<file path="src/rtl/icmp4_header_parser_defines.svh">
// Assertion helpers for the ICMPv4 parser; clk and rst_n are taken from the
// enclosing module.
`ifndef ICMP4_HEADER_PARSER_DEFINES_SVH
`define ICMP4_HEADER_PARSER_DEFINES_SVH

// Consequent must hold in the same cycle as the antecedent.
`define ICMP4_ASSERT_SAME(lbl, ante, cons, msg) \
  lbl: assert property (@(posedge clk) disable iff (!rst_n) (ante) |-> (cons)) \
    else $error(msg);

// Consequent must hold in the cycle after the antecedent.
`define ICMP4_ASSERT_NEXT(lbl, ante, cons, msg) \
  lbl: assert property (@(posedge clk) disable iff (!rst_n) (ante) |=> (cons)) \
    else $error(msg);

`endif

</file>
<file path="src/rtl/icmp4_pkg.sv">
package icmp4_pkg;

  localparam int HDR_KEEP  = 20;
  localparam int HDR_IDX_W = $clog2(HDR_KEEP);
  localparam int CNT_W     = 16;

  localparam logic [CNT_W-1:0] MAX_MESSAGE_BYTES = 16'd65535;
  localparam logic [CNT_W-1:0] MIN_BASE_BYTES    = 16'd4;
  localparam logic [CNT_W-1:0] MIN_HDR_BYTES     = 16'd8;
  localparam logic [CNT_W-1:0] TS_MSG_BYTES      = 16'd20;

  // RFC 792 type numbers
  localparam logic [7:0] TYPE_ECHO_REPLY    = 8'd0;
  localparam logic [7:0] TYPE_DEST_UNREACH  = 8'd3;
  localparam logic [7:0] TYPE_SRC_QUENCH    = 8'd4;
  localparam logic [7:0] TYPE_REDIRECT      = 8'd5;
  localparam logic [7:0] TYPE_ECHO_REQUEST  = 8'd8;
  localparam logic [7:0] TYPE_TIME_EXCEEDED = 8'd11;
  localparam logic [7:0] TYPE_PARAM_PROBLEM = 8'd12;
  localparam logic [7:0] TYPE_TS_REQUEST    = 8'd13;
  localparam logic [7:0] TYPE_TS_REPLY      = 8'd14;
  localparam logic [7:0] TYPE_INFO_REQUEST  = 8'd15;
  localparam logic [7:0] TYPE_INFO_REPLY    = 8'd16;

  localparam logic [1:0] STATUS_OK      = 2'd0;
  localparam logic [1:0] STATUS_MISSING = 2'd1;
  localparam logic [1:0] STATUS_TS_LONG = 2'd2;
  localparam logic [1:0] STATUS_UNKNOWN = 2'd3;

  typedef logic [HDR_KEEP-1:0][7:0] hdr_t;

  typedef struct packed {
    logic [1:0]  status;
    logic [7:0]  msg_type;
    logic [7:0]  msg_code;
    logic [15:0] checksum;
    logic [15:0] ident;
    logic [15:0] seq_number;
    logic [31:0] rest_word;
    logic [31:0] orig_ts;
    logic [31:0] recv_ts;
    logic [31:0] xmit_ts;
    logic [15:0] payload_length;
    logic [15:0] total_length;
  } result_t;

endpackage

</file>
<file path="src/rtl/icmp4_decode.sv">
module icmp4_decode
  import icmp4_pkg::*;
(
  input  hdr_t             hdr,
  input  logic [CNT_W-1:0] total,
  output result_t          res
);

  logic ok;

  always_comb begin
    res = '0;
    ok  = 1'b0;
    if (total < MIN_BASE_BYTES) begin
      res.status = STATUS_MISSING;
    end else begin
      case (hdr[0]) inside
        TYPE_ECHO_REPLY, TYPE_ECHO_REQUEST, TYPE_INFO_REQUEST, TYPE_INFO_REPLY: begin
          if (total < MIN_HDR_BYTES) begin
            res.status = STATUS_MISSING;
          end else begin
            ok                 = 1'b1;
            res.ident          = {hdr[4], hdr[5]};
            res.seq_number     = {hdr[6], hdr[7]};
            res.payload_length = total - MIN_HDR_BYTES;
          end
        end
        TYPE_DEST_UNREACH, TYPE_SRC_QUENCH, TYPE_REDIRECT, TYPE_TIME_EXCEEDED,
        TYPE_PARAM_PROBLEM: begin
          if (total < MIN_HDR_BYTES) begin
            res.status = STATUS_MISSING;
          end else begin
            ok                 = 1'b1;
            res.rest_word      = {hdr[4], hdr[5], hdr[6], hdr[7]};
            res.payload_length = total - MIN_HDR_BYTES;
          end
        end
        TYPE_TS_REQUEST, TYPE_TS_REPLY: begin
          if (total < TS_MSG_BYTES) begin
            res.status = STATUS_MISSING;
          end else if (total > TS_MSG_BYTES) begin
            res.status = STATUS_TS_LONG;
          end else begin
            ok             = 1'b1;
            res.ident      = {hdr[4], hdr[5]};
            res.seq_number = {hdr[6], hdr[7]};
            res.orig_ts    = {hdr[8], hdr[9], hdr[10], hdr[11]};
            res.recv_ts    = {hdr[12], hdr[13], hdr[14], hdr[15]};
            res.xmit_ts    = {hdr[16], hdr[17], hdr[18], hdr[19]};
          end
        end
        default: begin
          res.status = STATUS_UNKNOWN;
        end
      endcase
    end

    if (ok) begin
      res.status       = STATUS_OK;
      res.msg_type     = hdr[0];
      res.msg_code     = hdr[1];
      res.checksum     = {hdr[2], hdr[3]};
      res.total_length = total;
    end
  end

endmodule

</file>
<file path="src/rtl/icmp4_header_parser.sv">
// out_valid rises once the last byte has passed the input register and then the
// result register.
// Throughput: one byte per cycle; a message gives its result on its last byte.
// Only a last byte meeting an undelivered, stalled result is held back.
// Reset (synchronous, rst_n low) clears the byte count and both valid flags;
// the 20-byte header store has no reset and is only read where written.
module icmp4_header_parser
  import icmp4_pkg::*;
(
  input  logic        clk,
  input  logic        rst_n,

  input  logic        in_valid,
  output logic        in_stall,
  input  logic [7:0]  in_data_byte,
  input  logic        in_last_byte,

  output logic        out_valid,
  input  logic        out_stall,
  output logic [1:0]  out_status,
  output logic [7:0]  out_msg_type,
  output logic [7:0]  out_msg_code,
  output logic [15:0] out_checksum,
  output logic [15:0] out_ident,
  output logic [15:0] out_seq_number,
  output logic [31:0] out_rest_word,
  output logic [31:0] out_orig_ts,
  output logic [31:0] out_recv_ts,
  output logic [31:0] out_xmit_ts,
  output logic [15:0] out_payload_length,
  output logic [15:0] out_total_length
);

`include "icmp4_header_parser_defines.svh"

  logic             in_valid_r;
  logic [7:0]       byte_r;
  logic             last_r;
  logic [CNT_W-1:0] count_r;
  logic [CNT_W-1:0] count_nxt;
  logic [CNT_W-1:0] total_nxt;
  hdr_t             hdr_r;
  hdr_t             hdr_view;
  result_t          res_nxt;
  result_t          res_r;
  logic             out_valid_r;
  logic             blocked;
  logic             fire;
  logic             fire_last;
  logic             err_out;
  logic             err_nonzero;
  logic             ts_out;
  logic             ts_len_ok;

  // a last byte can only move on when the result register is free
  assign blocked   = in_valid_r && last_r && out_valid_r && out_stall;
  assign fire      = in_valid_r && !blocked;
  assign fire_last = fire && last_r;
  assign in_stall  = blocked;

  assign total_nxt = (count_r == MAX_MESSAGE_BYTES) ? count_r : count_r + 16'd1;
  assign count_nxt = fire ? (last_r ? '0 : total_nxt) : count_r;

  // bypass the byte being stored so the decode sees the whole header
  always_comb begin
    hdr_view = hdr_r;
    for (int i = 0; i < HDR_KEEP; i++) begin
      if (count_r == CNT_W'(i)) begin
        hdr_view[i] = byte_r;
      end
    end
  end

  icmp4_decode u_decode (
    .hdr   (hdr_view),
    .total (total_nxt),
    .res   (res_nxt)
  );

  always_ff @(posedge clk) begin
    if (!rst_n) begin
      in_valid_r  <= 1'b0;
      count_r     <= '0;
      out_valid_r <= 1'b0;
    end else begin
      if (!blocked) begin
        in_valid_r <= in_valid;
      end
      count_r <= count_nxt;
      if (fire_last) begin
        out_valid_r <= 1'b1;
      end else if (!out_stall) begin
        out_valid_r <= 1'b0;
      end
    end
  end

  always_ff @(posedge clk) begin
    if (!blocked) begin
      byte_r <= in_data_byte;
      last_r <= in_last_byte;
    end
    if (fire && count_r < CNT_W'(HDR_KEEP)) begin
      hdr_r[count_r[HDR_IDX_W-1:0]] <= byte_r;
    end
    if (fire_last) begin
      res_r <= res_nxt;
    end
  end

  assign out_valid          = out_valid_r;
  assign out_status         = res_r.status;
  assign out_msg_type       = res_r.msg_type;
  assign out_msg_code       = res_r.msg_code;
  assign out_checksum       = res_r.checksum;
  assign out_ident          = res_r.ident;
  assign out_seq_number     = res_r.seq_number;
  assign out_rest_word      = res_r.rest_word;
  assign out_orig_ts        = res_r.orig_ts;
  assign out_recv_ts        = res_r.recv_ts;
  assign out_xmit_ts        = res_r.xmit_ts;
  assign out_payload_length = res_r.payload_length;
  assign out_total_length   = res_r.total_length;

  assign err_out     = out_valid && out_status != STATUS_OK;
  assign err_nonzero = out_msg_type != 8'd0 || out_total_length != 16'd0 ||
                       out_rest_word != 32'd0;
  assign ts_out      = out_valid && out_status == STATUS_OK &&
                       out_msg_type inside {TYPE_TS_REQUEST, TYPE_TS_REPLY};
  assign ts_len_ok   = out_total_length == TS_MSG_BYTES && out_payload_length == 16'd0;

  `ICMP4_ASSERT_SAME(a_err_fields_zero, err_out, !err_nonzero, "error result with fields set")
  `ICMP4_ASSERT_SAME(a_ts_exact_len, ts_out, ts_len_ok, "timestamp result with wrong lengths")
  `ICMP4_ASSERT_NEXT(a_count_clears, fire_last, count_r == '0, "byte count not cleared")
  `ICMP4_ASSERT_SAME(a_stall_cause, in_stall, out_valid_r && out_stall, "stall without cause")

endmodule

</file>
<file path="config.mk">
export PLATFORM = sky130hd
export DESIGN_NAME = icmp4_header_parser
export DESIGN_NICKNAME = d
export VERILOG_FILES = /design/src/rtl/icmp4_pkg.sv /design/src/rtl/icmp4_decode.sv /design/src/rtl/icmp4_header_parser.sv
export VERILOG_INCLUDE_DIRS = /design/src /design/src/rtl
export SDC_FILE = /design/constraint.sdc
export NUM_CORES = 1
export LEC_CHECK = 0
export BUFFER_PORTS_ARGS = -buffer_cell sky130_fd_sc_hd__clkbuf_2
export CAP_MARGIN = 20
export CORE_ASPECT_RATIO = 0.6
export CORE_UTILIZATION = 44
export DETAILED_ROUTE_END_ITERATION = 12
export PLACE_DENSITY = 0.68
export SLEW_MARGIN = 20
export SYNTH_ARGS = -nofsm -noshare
export SYNTH_HDL_FRONTEND = slang
export SYNTH_SLANG_ARGS = --single-unit
</file>
<file path="constraint.sdc">
create_clock -name clk -period 15.33 [get_ports clk]
set_input_delay 0 -clock clk [delete_from_list [all_inputs] [get_ports clk]]
set_output_delay 0 -clock clk [all_outputs]
set_load 0.005 [all_outputs]
</file>
# --- Word level (Yosys, flattened, before mapping) ---
# Index checks and enable logic that the tools add are counted.
word_totals:
  wordCells: 146
  input_bits: 13
  output_inout_bits: 228
  regBits: 413
op_classes:
  n_addsub: 2
  muxes: 50
  magnitude_cmp: 7
  eq_ne: 31
  bitwise: 2
  reduce_logical: 16
ops:
  columns: ["op", "count"]
  rows:
  - ["$mux W32", 6]
  - ["$mux W8", 21]
  - ["$bwmux W160", 1]
  - ["$eq A16 B4 Y1 const B", 8]
  - ["$mux W16", 5]
  - ["$eq A16 B3 Y1 const B", 4]
  - ["$eq A16 B5 Y1 const B", 4]
  - ["$eq A8 B4 Y1 const B", 6]
  - ["$demux W8 S5", 1]
  - ["$eq A16 B2 Y1 const B", 2]
  - ["$lt A16 B5 Y1 const B", 2]
  - ["$add A16 B1 Y16 const B", 1]
  - ["$eq A16 B1 Y1 const B", 1]
  - ["$eq A16 B16 Y1 const B", 1]
  - ["$eq A8 B3 Y1 const B", 2]
  - ["$gt A16 B5 Y1 const B", 1]
  - ["$logic_not A16 Y1", 1]
  - ["$lt A16 B3 Y1 const B", 1]
  - ["$lt A16 B4 Y1 const B", 1]
  - ["$sub A16 B4 Y16 const B", 1]
  - ["$reduce_or A13 Y1", 1]
  - ["$mux W1", 11]
  - ["$mux W2", 5]
  - ["$eq A8 B2 Y1 const B", 1]
  - ["other kinds (12)", 20]

# --- Longest topological paths before layout ---
# Gate-level depths: netlist of the first run.
logic_depth:
  ltp_word: 10
  mapped_depth: 12
  depth_no_buf: 10

# --- Hierarchy ---
# Synthesis of the first run repeated with hierarchy kept, for this count alone.
hier_totals:
  cells_unflattened: 1137
  area_unflattened_um2: 17630.7
by_module_without_submodules:
  columns: ["mod", "area_each_um2", "instances", "seq_area_each_um2", "cells_per_inst"]
  rows:
  - ["icmp4_header_parser", 15598.7, 1, 12221.7, 819]
  - ["icmp4_decode", 2031.9, 1, 0.0, 318]

# --- Least setup slack after synthesis of the first run ---
# Ideal clock, no wire load.
synth_timing:
  path_kind: "register to register"
  from: "reg last_r"
  to: "reg res_r (netlist bit out_checksum[0]), enable pin"
  stages_incl_launch_ff: 3
  setup_ns: 0.890
  slack_ns: 3.059
  period_less_slack_ns: 12.271
  arrival_time_ns: 11.381
  required_time_ns: 14.440
  path_cell_list: "edfxtp_1 > nand2_1 > a21oi_1"
synth_between:
  elab_chain_cells: 6
synth_lines:
  columns: ["item", "line", "text"]
  rows:
  - ["start, declared", "icmp4_header_parser.sv:38", "logic last_r;"]
  - ["start signal, assigned", "icmp4_header_parser.sv:101", "last_r <= in_last_byte;"]
  - ["$logic_and A1 B1 Y1 (3 in a row)", "icmp4_header_parser.sv:56", "assign blocked = in_valid_r && last_r && out_valid_r && out_stall;"]
  - ["$logic_not A1 Y1", null, null]
  - ["$logic_and A1 B1 Y1", "icmp4_header_parser.sv:57", "assign fire = in_valid_r && !blocked;"]
  - ["$logic_and A1 B1 Y1 (*)", "icmp4_header_parser.sv:58", "assign fire_last = fire && last_r;"]
  - ["via fire_last", "icmp4_header_parser.sv:49", "logic fire_last;"]
  - ["end signal, assigned", "icmp4_header_parser.sv:107", "res_r <= res_nxt;"]
  - ["end, declared", "icmp4_header_parser.sv:45", "result_t res_r;"]
# Mark *: on every way through the listed nets, which the timed path passes. The rest lies on a longest branch.
# A chain may end at the register's enable or synchronous reset.

# --- Final worst setup path of the first run ---
layout_timing:
  from: "reg count_r[1]"
  to: "reg res_r (netlist bit out_orig_ts[21]), data pin"
layout_between:
  elab_chain_cells: 6
  elab_cells_between_ends: 24
layout_lines:
  columns: ["item", "line", "text"]
  rows:
  - ["start, declared", "icmp4_header_parser.sv:39", "logic [CNT_W-1:0] count_r;"]
  - ["start signal, assigned", "icmp4_header_parser.sv:89", "count_r <= count_nxt;"]
  - ["branches (longest 6 deep; another with $add A16 B1 Y16)", null, null]
# Parallel ways; which one is timed is not known.

==> metrics.yaml, run 1 <==
synthesis:
  ys_ff_latch: 413
  ys.flop_type: "edfxtp_1"
  ys_types: 60
  synth-edff-count: 395
  synthTopCellsByArea: "edfxtp_1 70%, mux2i_1 9.5%, nor2_1 4.5%"
  netlist_area_um2: 17000
  synthArstFlopShare_pct: 0
  syn_inst: 1166
  synth_top_area_cell: "edfxtp_1"
  seq_area_frac_synth_pct: 71.7
  synth_top_area_share_pct: 69.6
  yosysWarnings: 0
  syn_area_per_cell_um2: 14.6
floorplan:
  die_w_um: 256
  die_h_um: 154
  start_util_pct: 45.0
  boundaryPins: 241
  dieArea_um2: 39600
  coreArea_um2: 37900
  row_count: 55
cts:
  cts-buffers-inserted: 39
  cts_max_path_buffers: 3
  cts_sinks: 413
  cts_tree: "yes"
  clock_latency_ns: 0.55
  post_cts_buffers: 0
  htree_levels: 2
  root_buffer: "clkbuf_16"
  clk_pin_slew_ns: 0.06
finish:
  syn2layout_area_growth_pct: 17.9
  fin_nets: 1435
  fin_cells: 1958
  layout.cells.most_common: "edfxtp_1"
  final_layout_size_suffix_gt1_share_pct: 25.2
  final_cell_mix: "395 x edfxtp_1, 240 x clkbuf_2, 203 x nor2_1"
  diodes: 0
  final_core_util_pct: 53.0
  final_area_um2: 20100
place:
  gp_congestion: 0.921
  placed_area_um2: 18700
  dp.final_hpwl_um: 26500
  port_buffers: 240
  dpl.cell_count: 1875
sta:
  fmax_mhz: 213
  min_period_over_period_pct: 30.7
  tightest_slew_ns: 1.04
  fin_tns_setup_ns: 0
  min_period_ns: 4.70
  slew_viol_final: 0
  hold_violations: 0
  setup_violations: 0
  maxSlewHeadroom_pct: 30.6
  rsz0062_at_grt: "no"
  skew_ns: 0.0177
grt:
  grt_pass1_vias: 10300
  grt_pass1_wl_um: 63100
  antenna_found_initial: 0
  grtUsageMet1_pct: 31.4
  busiest_layer: "met2"
  grt-ovfl-total: 0
  met2_usage_pct: 31.6
  grt_max_degree: 80
  use_met3_pct: 3.98
  track_usage_pct: 20.9
critical_path:
  r2r-end: "out_orig_ts[21]$_SDFFCE_PP0P_"
  arrival_ns: 5.09
  r2r_setup_slack_ns: 10.63
  worstSetupPathType: "reg -> reg"
  endpoint_kind: "flop"
  crit_required_ns: 15.71
  setup.worst_path.start_class: "flop"
  crit_end: "out_orig_ts[21]$_SDFFCE_PP0P_"
  reg2reg_depth: 9
  cp-startpoint: "count_r[1]$_SDFFE_PN0P_"
  crit_path_max_fanout: 68
  rr_startpoint: "count_r[1]$_SDFFE_PN0P_"
status:
  status: "completed"
power:
  power_switching_mw: 0.473
  p_int_mw: 1.80
  power_frac_clock_pct: 41.7
  power_mw: 2.27
  ir_drop_uv: 70.2
  p_sw_share_pct: 20.8
  combPwrFrac_pct: 3.0
  p_per_area_nw_per_um2: 113
  leakage_nw: 6.82
  power_frac_seq_pct: 55.3
routing:
  drtIter0Drc: 817
  via_count: 10400
  drt-total-wl_um: 41700
  routedWlPerCell_um: 21.3
  routed_via_density: 5.33
  route.antenna.remaining_nets: 0
  drcViolationCount: 0
  dr.pass1.iters: 5
hold_path:
  hold_class: "in -> reg"
job:
  drv_cap: 0
[synth_stat cells (all sizes together) (3+ instances only)]
| cell type | number |
|---|---|
| dfxtp | 18 |
| nor4 | 5 |
| a22oi | 3 |
| nor3 | 44 |
| nor2 | 213 |
| nand2 | 44 |
| edfxtp | 395 |
| a211oi | 5 |
| a21oi | 51 |
| and3 | 5 |
| nor2b | 9 |
| clkbuf | 38 |
| mux2i | 161 |
| o311ai | 3 |
| o21ai | 24 |
| and2 | 12 |
| mux2 | 4 |
| or3 | 5 |
| buf | 28 |
| inv | 8 |
| ha | 5 |
| nand4 | 13 |
| xnor2 | 13 |
| and4 | 5 |
| xor2 | 3 |
| o2111a | 3 |
| nand3 | 18 |
[layout make-up]
cell class | count | area, um2
Inverter | 8 | 30.0
Fill cell | 3184 | 17800
Tap cell | 513 | 642
Clock buffer | 47 | 1030
Clock inverter | 22 | 203
Timing Repair Buffer | 274 | 1490
Sequential cell | 413 | 12200
Multi-Input combinational cell | 681 | 4480
[metrics by stage]
step                      hold slack, ns  setup slack (ns)
final                              0.159             10.63
after detailed placement           0.180             10.75
after floorplan                   0.0989              3.06
after CTS                          0.142             10.70
after global routing               0.167             10.20
after global placement             0.178             10.91
[cell families after synthesis]
family / Yosys count / share of synthesized area, %
AO/OA/AOI/OAI: 110 / 4.49
adder cells (fa/ha/maj): 5 / 0.367
other: 1 / 0.0220
XOR/XNOR: 16 / 0.822
multiplexers: 165 / 9.72
flip-flops: 413 / 71.7
buffers and inverters: 74 / 2.33
AND/OR/NAND/NOR: 382 / 10.6
[how the worst min path moves through the flow]
stage,start,end,slack [ns],depth (start not counted)
floorplan,in_data_byte[0],byte_r[0]$_DFFE_PN_,0.1,0
detailed placement,in_data_byte[2],byte_r[2]$_DFFE_PN_,0.18,1
global placement,in_data_byte[4],byte_r[4]$_DFFE_PN_,0.18,1
CTS,in_data_byte[0],byte_r[0]$_DFFE_PN_,0.14,2
global route,in_data_byte[7],byte_r[7]$_DFFE_PN_,0.17,2
finish,in_data_byte[1],byte_r[1]$_DFFE_PN_,0.16,2
[sequential cells by signal, indices dropped and copies added (netlist names)]
signal / count
out_rest_word: 32
out_recv_ts: 32
count_r: 16
out_valid: 1
out_status: 2
out_checksum: 16
out_total_length: 16
last_r: 1
out_ident: 16
out_xmit_ts: 32
out_payload_length: 16
byte_r: 8
out_msg_code: 8
out_msg_type: 8
out_orig_ts: 32
hdr_r: 160
out_seq_number: 16
in_valid_r: 1
[critical path: stages (launching register included)]
cell and delay, ns:
dfxtp_1 0.46, ha_1 0.41, nand4_1 0.34, nor3_1 0.35
nor4b_1 0.13, xnor2_1 0.56, nand4_1 0.56, or3_4 0.86
buf_4 0.54, nor2_1 0.25
[per-layer routing]
| layer | vias to the layer above | part of all wire (%) |
|---|---|---|
| li1 | 4858 | - |
| met1 | 5218 | 48 |
| met2 | 328 | 45 |
| met3 | 41 | 6.1 |
| met4 | 0 | 1.3 |
| met5 | - | 0 |
[power by group through the flow]
stage	Sequential (mW)	Combinational [mW]	Clock [mW]
CTS	1.26	0.0690	0.968
finish	1.26	0.0679	0.948
floorplan	1.29	0.0242	0
global route	1.26	0.0736	1.00
detailed placement	1.28	0.0664	0
global placement	1.28	0.0659	0
[repair_timing]
item / CTS / global route
hold buffers: 14 / 0
resized for setup: 0 / 0
endpoints found under the hold margin: 24 / 0
Note: power is estimated with default switching activity, not from simulation.
==> run 2: changes to the inputs <==
--- a/config.mk
+++ b/config.mk
@@ -11,7 +11,7 @@
 export CORE_ASPECT_RATIO = 0.6
 export CORE_UTILIZATION = 44
 export DETAILED_ROUTE_END_ITERATION = 12
-export PLACE_DENSITY = 0.68
+export PLACE_DENSITY = 0.7
 export SLEW_MARGIN = 20
 export SYNTH_ARGS = -nofsm -noshare
 export SYNTH_HDL_FRONTEND = slang
==> constraint.sdc (replaced) <==
create_clock -name clk -period 4.24 [get_ports clk]
set_input_delay 0 -clock clk [delete_from_list [all_inputs] [get_ports clk]]
set_output_delay 0 -clock clk [all_outputs]
set_load 0.005 [all_outputs]
==> run 2 against run 1 <==
Clock power grew to 3.7 times the previous value; non-clock buffer count rose by 23; final cell count up 1.3%; setup slack got worse by 11 ns; sequential power grew to 3.6 times the previous value; critical path type unchanged; sequential cell count unchanged; critical path depth unchanged; largest power group unchanged.
==> metrics.yaml, run 2 (synthesis gave the netlist of run 1 again) <==
power:
  combPwrFrac_pct: 2.9  # about the same
  power_switching_mw: 1.72  # +260%
  power_frac_seq_pct: 54.9  # -0.4 points
  power_frac_clock_pct: 42.2  # +0.5 points
  leakage_nw: 6.98  # +2.2%
  p_per_area_nw_per_um2: 407  # +260%
  ir_drop_uv: 320  # +360%
  p_int_mw: 6.57  # +270%
  p_sw_share_pct: 20.7  # -0.12 points
floorplan:
  row_count: 55  # unchanged
  start_util_pct: 45.0  # unchanged
  coreArea_um2: 37900  # unchanged
  boundaryPins: 241  # unchanged
  die_w_um: 256  # unchanged
  die_h_um: 154  # unchanged
  dieArea_um2: 39600  # unchanged
sta:
  hold_violations: 0  # unchanged
  slew_viol_final: 0  # unchanged
  rsz0062_at_grt: "no"
  min_period_ns: 4.12  # -0.586 ns
  maxSlewHeadroom_pct: 28.5  # -2.1 points
  min_period_over_period_pct: 97.1  # +66 points
  skew_ns: 0.0140  # -0.00375 ns
  fin_tns_setup_ns: 0  # unchanged
  tightest_slew_ns: 1.06  # +0.0224 ns
  setup_violations: 0  # unchanged
  fmax_mhz: 243  # +14%
cts:
  clk_pin_slew_ns: 0.07  # about the same
  cts_tree: "yes"
  cts_resized: 0  # unchanged
  cts_sinks: 413  # unchanged
  root_buffer: "clkbuf_16"
  cts_max_path_buffers: 3  # unchanged
  clock_latency_ns: 0.54  # about the same
  htree_levels: 2  # unchanged
  cts-buffers-inserted: 39  # unchanged
routing:
  drt-total-wl_um: 41700  # -0.22%
  routed_via_density: 5.39  # +1.0%
  via_count: 10700  # +2.3%
  drcViolationCount: 0  # unchanged
  drtIter0Drc: 905  # +11%
  routedWlPerCell_um: 21.0  # -1.5%
  route.antenna.remaining_nets: 0  # unchanged
  dr.pass1.iters: 5  # unchanged
finish:
  final_cell_mix: "395 x edfxtp_1, 240 x clkbuf_2, 203 x nor2_1"
  diodes: 0  # unchanged
  final_layout_size_suffix_gt1_share_pct: 26.5  # +1.3 points
  final_core_util_pct: 53.7  # +0.66 points
  largest_register_ffs: 160  # unchanged
  fin_nets: 1458  # +1.6%
  layout.cells.most_common: "edfxtp_1"
  fin_cells: 1983  # +1.3%
  syn2layout_area_growth_pct: 19.3
hold_path:
  timing.hold.worst_path_depth: 2  # unchanged
  hold_class: "in -> reg"
grt:
  antenna_found_initial: 0  # unchanged
  grt_pass1_wl_um: 63100  # about the same
  grt_pass1_vias: 10300  # +0.097%
  track_usage_pct: 20.9  # -0.030 points
  grt_max_degree: 116  # +45%
  grt-ovfl-total: 0  # unchanged
place:
  dpl.cell_count: 1895  # +1.1%
  gp_congestion: 0.969  # +5.2%
  dp.final_hpwl_um: 27100  # +2.1%
  port_buffers: 240  # unchanged
critical_path:
  reg2reg_depth: 9  # unchanged
  crit_required_ns: 4.62  # -11.09 ns
  endpoint_kind: "flop"
  worstSetupPathType: "reg -> reg"
  arrival_ns: 4.50  # -0.59 ns
  crit_path_max_fanout: 31  # -54%
  setup.worst_path.start_class: "flop"
status:
  status: "completed"
job:
  drv_cap: 0  # unchanged
run 2: cell types whose count changed in the layout (fill, tap and decap cells not counted):
cell / before / now
buf_12: 0 / 4
buf_4: 20 / 39
bufinv_16: 3 / 4
clkbuf_1: 7 / 6
clkinv_2: 5 / 8
clkinv_4: 2 / 0
inv_6: 1 / 2
nand2_1: 44 / 43
nand2_2: 0 / 1
nor4_1: 3 / 4
nor4_2: 1 / 0
run 2: layer usage:
metal  up-vias  global-route usage (%)  share of wire [%]
met4         0                    5.62                2.2
met1      5271                    31.9                 47
met3        73                    4.69                7.5
met2       453                    29.9                 43
met5         -                       0                  0
li1       4887                       -                  -
run 2: cell type report:
cell class	instances	area (um2)
fillers	3185	17600
flip-flops and latches	413	12200
multi-input cells	681	4480
repair buffers	297	1710
clock buffers	46	1020
well taps	513	642
clock inverters	25	239
inverters	8	30.0
run 2: what timing repair did:
action	4_1_cts	5_1_grt
hold endpoints to repair	27	0
setup buffers	0	3
hold buffers	14	0
endpoints found under the setup margin	0	9
run 2: worst max-delay path, stage by stage, from the launching register on:
cell      delay [ns]
dfxtp_1         0.48
ha_1            0.43
nand4_1         0.38
nor4_4          0.54
o21ai_2         0.14
a211oi_2        0.41
or4b_1          0.58
or3_4           0.45
buf_4           0.29
a21oi_1         0.21
run 2: per-stage QoR:
stage	cell area, um2	setup slack (ns)	hold slack, ns	power (mW)
6_report	20300	0.124	0.170	8.29
4_1_cts	20300	0.202	0.149	8.35
2_1_floorplan	17100	-0.405	0.0989	4.74
3_5_place_dp	18900	0.219	0.179	4.87
5_1_grt	20300	0.0356	0.161	8.52
3_3_place_gp	18900	0.275	0.178	4.87
run 2: final timing paths:
path / start / to / slack, ns
setup reg to reg: count_r[1]$_SDFFE_PN0P_ / out_seq_number[15]$_SDFFCE_PP0P_ / 0.12
hold reg to reg: hdr_r[100]$_DFFE_PP_ / out_recv_ts[28]$_SDFFCE_PP0P_ / 0.56
hold / removal: in_data_byte[5] / byte_r[5]$_DFFE_PN_ / 0.17
setup / recovery: count_r[1]$_SDFFE_PN0P_ / out_seq_number[15]$_SDFFCE_PP0P_ / 0.12
run 2: power groups by stage:
stage / Combinational [mW] / Clock, mW / Sequential, mW
after global routing: 0.259 / 3.70 / 4.56
final: 0.240 / 3.50 / 4.55
after global placement: 0.227 / 0 / 4.64
after floorplan: 0.0880 / 0 / 4.65
after CTS: 0.241 / 3.56 / 4.55
after detailed placement: 0.231 / 0 / 4.64
